### config.mk
export PLATFORM = sky130hd
export DESIGN_NAME = rmq_root
export DESIGN_NICKNAME = d
export VERILOG_FILES = /design/src/rtl/core/rmq_pkg.sv /design/src/rtl/core/rmq_root.sv
export VERILOG_INCLUDE_DIRS = /design/src /design/src/rtl/core
export SDC_FILE = /design/constraint.sdc
export NUM_CORES = 2
export LEC_CHECK = 0
export CAP_MARGIN = 20
export CORE_MARGIN = 1
export CORE_UTILIZATION = 69
export DETAILED_ROUTE_END_ITERATION = 10
export DONT_BUFFER_PORTS = 1
export HOLD_SLACK_MARGIN = 0.06
export PLACE_DENSITY = 0.83
export SYNTH_ARGS = -nofsm -noshare
export SYNTH_HDL_FRONTEND = slang
export SYNTH_SLANG_ARGS = --single-unit
### constraint.sdc
create_clock -name clk -period 9.9 [get_ports clk]
set_clock_uncertainty 0.15 [all_clocks]
set_input_delay 0.99 -clock clk [delete_from_list [all_inputs] [get_ports clk]]
set_output_delay 0.99 -clock clk [all_outputs]
set_load 0.005 [all_outputs]
### src/rtl/core/assert_macros.svh
`ifndef ASSERT_MACROS_SVH
`define ASSERT_MACROS_SVH

// check an implication on every clock, quiet during reset
`define RMQ_ASSERT_IMP(lbl, cond, prop) \
  lbl: assert property (@(posedge clk) disable iff (rst) (cond) |-> (prop)) \
    else $error("rmq assertion failed");

// check an implication in the next cycle, quiet during reset
`define RMQ_ASSERT_NXT(lbl, cond, prop) \
  lbl: assert property (@(posedge clk) disable iff (rst) (cond) |=> (prop)) \
    else $error("rmq assertion failed");

`endif

### src/rtl/core/rmq_pkg.sv
`timescale 1ns / 1ps
`default_nettype none
package rmq_pkg;

  localparam int FRAC_BITS_DEF = 14;
  localparam int IN_W          = 16;
  localparam int OUT_W         = 16;
  localparam int N_IN          = 9;
  localparam int N_OUT         = 4;

  // signed width of one diagonal term before clamping
  function automatic int term_width(input int f);
    return ((f > 15) ? f : 15) + 3;
  endfunction

  // quotient width of t * 4^(F+1) / total
  function automatic int quot_width(input int f);
    return 2 * f + 3;
  endfunction

  // integer root width
  function automatic int root_width(input int f);
    return f + 2;
  endfunction

endpackage
`default_nettype wire

### src/rtl/core/rmq_root.sv
`timescale 1ns / 1ps
`default_nettype none
`include "assert_macros.svh"
module rmq_root #(
  parameter int FRAC_BITS = rmq_pkg::FRAC_BITS_DEF,
  parameter int NS        = 3 * rmq_pkg::FRAC_BITS_DEF + 7
) (
  input  wire logic                                    clk,
  input  wire logic                                    rst,
  input  wire logic [NS-1:0]                           en,
  input  wire logic [NS-1:0]                           vld,
  input  wire logic [rmq_pkg::term_width(FRAC_BITS)-2:0] t,
  input  wire logic [rmq_pkg::term_width(FRAC_BITS):0]   total,
  output logic      [rmq_pkg::root_width(FRAC_BITS)-1:0] root
);
  import rmq_pkg::*;

  localparam int TU   = term_width(FRAC_BITS) - 1;
  localparam int TOTW = TU + 2;
  localparam int QW   = quot_width(FRAC_BITS);
  localparam int SW   = root_width(FRAC_BITS);
  localparam int RW   = QW + 1;

  logic [TOTW-1:0] drem [QW+1];
  logic [TOTW-1:0] dtot [QW+1];
  logic [QW-1:0]   dq   [QW+1];
  logic [RW-1:0]   srem [SW+1];
  logic [SW-1:0]   sq   [SW+1];

  always_ff @(posedge clk) begin
    if (en[0]) begin
      drem[0] <= TOTW'(t);
      dtot[0] <= total;
      dq[0]   <= '0;
    end
  end

  for (genvar k = 1; k <= QW; k++) begin : g_div
    logic [TOTW:0] trial;
    logic          ge;
    always_comb begin
      trial = (k == 1) ? {1'b0, drem[k-1]} : {drem[k-1], 1'b0};
      ge    = trial >= {1'b0, dtot[k-1]};
    end
    always_ff @(posedge clk) begin
      if (en[k]) begin
        drem[k] <= ge ? TOTW'(trial - {1'b0, dtot[k-1]}) : trial[TOTW-1:0];
        dtot[k] <= dtot[k-1];
        dq[k]   <= {dq[k-1][QW-2:0], ge};
      end
    end
  end

  assign srem[0] = RW'(dq[QW]);
  assign sq[0]   = '0;

  for (genvar j = 1; j <= SW; j++) begin : g_sqrt
    localparam int B = SW - j;
    logic [RW-1:0] d;
    logic          ge;
    always_comb begin
      d  = (RW'(sq[j-1]) << (B + 1)) | (RW'(1) << (2 * B));
      ge = srem[j-1] >= d;
    end
    always_ff @(posedge clk) begin
      if (en[QW+j]) begin
        srem[j] <= ge ? srem[j-1] - d : srem[j-1];
        sq[j]   <= ge ? (sq[j-1] | (SW'(1) << B)) : sq[j-1];
      end
    end
  end

  assign root = sq[SW];

  `RMQ_ASSERT_IMP(a_div_rem, vld[QW], drem[QW] < dtot[QW])
  `RMQ_ASSERT_IMP(a_root_max, vld[QW+SW], sq[SW] <= (SW'(1) << (SW - 1)))

endmodule
`default_nettype wire

# == After elaboration in Yosys (flattened, before gate mapping) ==
# Memories as Yosys holds them, arrays and structs flattened.
# Cells that the tools add are included.
# W data, S select, Z words.
# word_totals
register_bits,736
ramBits,2208
in_bits,136
out_inout_bits,16
wordCells,254
mem_count,3
# op_classes
add_sub_neg,46
magnitude_cmp,47
mux,111
# memory_table
name,depth,word_bits,rd,rd_clocked_by_memory_dff,write_ports,line,source
dq,32,31,32,0,32,rmq_root.sv:26,logic [QW-1:0] dq [QW+1];
drem,32,19,31,0,32,rmq_root.sv:24,logic [TOTW-1:0] drem [QW+1];
dtot,32,19,31,0,32,rmq_root.sv:25,logic [TOTW-1:0] dtot [QW+1];
# op_table
operator,count
$ge A20 B19 Y1,30
$mux W19,31
$sub A19 B19 Y19,31
$mux W32,14
$mux W1,64
$ge A32 B17 Y1,1
$ge A32 B18 Y1,1
$ge A32 B19 Y1,1
$ge A32 B20 Y1,1
$ge A32 B21 Y1,1
$ge A32 B22 Y1,1
$ge A32 B23 Y1,1
$ge A32 B24 Y1,1
$ge A32 B25 Y1,1
$ge A32 B26 Y1,1
$ge A32 B27 Y1,1
$ge A32 B28 Y1,1
$ge A32 B29 Y1,1
$ge A32 B30 Y1,1
$ge A32 B31 Y1,1
$sub A31 B31 Y32 const B,1
$sub A32 B18 Y32,1
$sub A32 B19 Y32,1
$sub A32 B20 Y32,1
15 further kinds,15

# == Longest topological paths before layout ==
# An unclocked memory read counts as a cell.
# depth
word_depth,3
ltp_mapped,13
ltp_nobuf,13

# == Worst setup path before layout ==
# Ideal clock, no wire load.
# synth_path
path_type,reg2reg
startpoint,memory drem[0][38] (netlist bit)
endpoint,memory drem[0][58] (netlist bit) (data pin)
setup_time_ps,260
t_arrival_ps,3039
required_time_ps,9490
path_slack_ps,6451
stages_incl_launch_ff,12
path_buffers,1
period_less_slack_ps,3449
cell_sequence,edfxtp_1 -> fa_1 -> a21o_1 -> a21oi_1 -> o211ai_1 -> a221oi_1 -> a21oi_1 -> a31oi_1 -> nor2_1 -> a2111oi_2 -> buf_2 -> mux2_2
# synth_rtl
item,line
start: declaration,rmq_root.sv:24

==> run_results.csv <==
group,metric,value,unit
status,status,"completed",
clock_network,cts_sinks,2288,
floorplanning,num_rows,148,
drt,drcViolationCount,0,
setup_path,reg2reg_to,"drem[0][210]",
timing,slew_viol_final,0,
hold_path,hp-class,"primary input to flop",
clock_network,clk_latency,0.89,ns
cells_and_area,fin_area,124300,um2
placement,io_buffers,0,
synthesis,synth_cell_types,86,
synthesis,ys.warnings.count,0,
drt,first_pass_iters,8,
power_and_ir_drop,p_per_area,295.4,nW/um2
global_routing,grt_pass1_wl,385100,um
timing,max_freq,233.9,MHz
timing,period_minus_slack,4.275,ns
global_routing,grt_pass1_vias,71168,
global_routing,grt_max_degree,58,
drt,vias,70803,
timing,hold_ws,0.1007,ns
timing,fin_crit_sh,0.4318,
drt,routed_via_density,6.166,
placement,place_area,115300,um2
cells_and_area,mostFrequentLayoutCells,"edfxtp_1 (2288), inv_1 (925), ha_1 (734)",
cells_and_area,instances_no_fill,11483,
floorplanning,core,162600,um2
drt,routed_wl,252800,um
setup_path,path_cells,"fa_1, a21oi_1, nor2b_1, o31ai_1, a21oi_1, a41oi_1, o31ai_1, a41oi_2, buf_4, mux2_2",
floorplanning,die_h,406.3,um
floorplanning,io_pins,152,
setup_path,cp-start-kind,"flop",
setup_path,r2r-start,"drem[0][190]",
synthesis,synth-edff-count,2288,
timing,setup_tns,0,ns
timing,slew_headroom,0.2566,
cells_and_area,drive_above_1_share,0.08321,
setup_path,critPathSlowestCell,"a41oi_2",
clock_network,clkTransAtPathRegs,0.06,ns
synthesis,postSynthCellCount,8892,
floorplanning,die_area,165100,um2
setup_path,endpoint_kind,"flop",
clock_network,cts-resized-gates,0,
timing,finalSetupViolations,0,
setup_path,cp.required,10.36,ns
setup_path,slowest_delay,0.68,ns
power_and_ir_drop,p_leak,49.21,nW
setup_path,r2r.worst_path.cells,10,
drt,drt-initial-drc-count,6269,
placement,gp_congestion,0.9370,
synthesis,synth_ff_type,"edfxtp_1",
synthesis,syn_area_per_cell,12.69,um2
drt,ant_nets,0,
cells_and_area,syn_to_final_growth,10.19,%
synthesis,seq_area_frac_synth,0.6091,
hold_path,hold_path_end,"dtot[0][180]",
setup_path,cp_max_fo,18,
synthesis,synth_area,112800,um2
placement,dp_cells,10959,
hold_path,hp-start,"en[9]",
run,maxCapViolCount,0,
power_and_ir_drop,peakVddDrop,270.4,uV
setup_path,critPathKind,"flop to flop",
cells_and_area,final.fill_count,9498,
global_routing,antenna_found_initial,2,
timing,worst_slew_pin_slew,1.111,ns
synthesis,async_flop_share,0,
cells_and_area,nets,10016,
synthesis,ys_ff_latch,2288,
global_routing,gr-total-overflow,0,
floorplanning,start_util,0.6938,
hold_path,whs_path_depth,0,
clock_network,cts_buffers,220,
clock_network,cts_tree,"done",
clock_network,cts.htree.levels,4,
floorplanning,die_x,406.3,um
timing,rsz0062_at_grt,"no",
clock_network,root_buffer,"clkbuf_16",
placement,dpl.hpwl,172000,um
global_routing,gr-usage-all-layers,0.3045,
drt,wl_per_cell,22.02,um
setup_path,worst_ep_arrival_time,4.73,ns
cells_and_area,finish.utilization,0.7645,
timing,hold_violations,0,
clock_network,clock_path_buffers,3,
cells_and_area,final_common_cell,"edfxtp_1",
setup_path,rrSetupSlack,5.63,ns
==> cell type report <==
class / instances / area [um2] / area share
Antenna cell: 6 / 15.01 / 0.0001208
Clock buffer: 250 / 5618 / 0.04520
Clock inverter: 158 / 1894 / 0.01524
Inverter: 925 / 3472 / 0.02793
Multi-Input combinational cell: 5543 / 40170 / 0.3232
Sequential cell: 2288 / 68710 / 0.5528
Tap cell: 2175 / 2721 / 0.02189
Timing Repair Buffer: 138 / 1697 / 0.01365
==> metrics by stage <==
step	total power (W)	setup slack [ns]
finish	0.03671	5.625
CTS	0.03655	5.602
global route	0.03857	5.313
floorplan	0.02421	6.451
global placement	0.02695	5.794
detailed placement	0.02751	5.706
==> Yosys cell counts, drive strengths merged (46+ instances only) <==
library cell / count / share of area
a211oi: 57 / 0.0039
a21o: 240 / 0.016
a21oi: 583 / 0.026
a31oi: 56 / 0.0031
and3: 59 / 0.0033
clkbuf: 105 / 0.0035
edfxtp: 2288 / 0.61
ha: 734 / 0.081
inv: 925 / 0.031
mux2: 270 / 0.027
nand2: 537 / 0.018
nand2b: 78 / 0.0043
nand3: 120 / 0.0053
nand4: 66 / 0.0037
nor2: 475 / 0.016
nor2b: 86 / 0.0048
nor3: 155 / 0.0069
nor4: 80 / 0.0044
o211ai: 46 / 0.0031
o21a: 118 / 0.0079
o21ai: 538 / 0.024
o21bai: 57 / 0.0038
o31ai: 55 / 0.0037
or3: 50 / 0.0029
xnor2: 359 / 0.028
xor2: 260 / 0.020
==> sequential cells by signal, indices dropped and copies added, names as in the netlist <==
signal    flops
drem        587
g_sqrt.d    120
dtot        589
dq          496
srem        480
root         16
==> worst max path at each step <==
stage	start	endpoint	slack, ns
after global routing	dtot[0][190]	drem[0][210]	5.31
final	drem[0][190]	drem[0][210]	5.63
after CTS	dtot[1][190]	drem[1][227]	5.60
after floorplan	drem[0][38]	drem[0][58]	6.45
after detailed placement	dtot[1][190]	drem[1][218]	5.71
after global placement	drem[0][209]	drem[0][237]	5.79
==> logic make-up after synthesis <==
logic type | after synthesis | share of synthesized area
AND/OR/NAND/NOR | 1887 | 0.08163
XOR/XNOR | 619 | 0.04806
other | 1 | 0.00003325
AO/OA/AOI/OAI | 1993 | 0.1108
multiplexers | 278 | 0.02767
buffers and inverters | 1062 | 0.03594
flip-flops | 2288 | 0.6091
adder cells (fa/ha/maj) | 764 | 0.08674
==> worst max-delay path: cells and delay by family, from the launching register on <==
kind	cells	cell delay (ns)
buffers and inverters	1	0.34
AOI/OAI and AO/OA	6	2.17
adders and majority gates	1	0.49
DFF	1	0.44
and+or+nand+nor	1	0.07
muxes	1	0.36
==> where the power goes <==
| part | switching, W | internal, W | total [W] | leakage [nW] |
|---|---|---|---|---|
| Sequential | 0.00124 | 0.0135 | 0.0147 | 22.3 |
| Combinational | 0.00756 | 0.00578 | 0.0133 | 23.3 |
| Clock | 0.00374 | 0.00494 | 0.00868 | 3.63 |
==> layer usage <==
layer | track usage | part of all wire | vias to the layer above
met5 | 0 | 0 | -
met4 | 0.1816 | 0.064 | 0
met3 | 0.05498 | 0.064 | 763
li1 | - | - | 33251
met2 | 0.5540 | 0.52 | 2774
met1 | 0.3287 | 0.35 | 34015
==> what timing repair did <==
item                                   in CTS  in global routing
hold buffers                              106                  1
setup buffers                               0                  0
endpoints found under the hold margin    1061                 26
No activity file was read; power rests on OpenSTA's default activity.
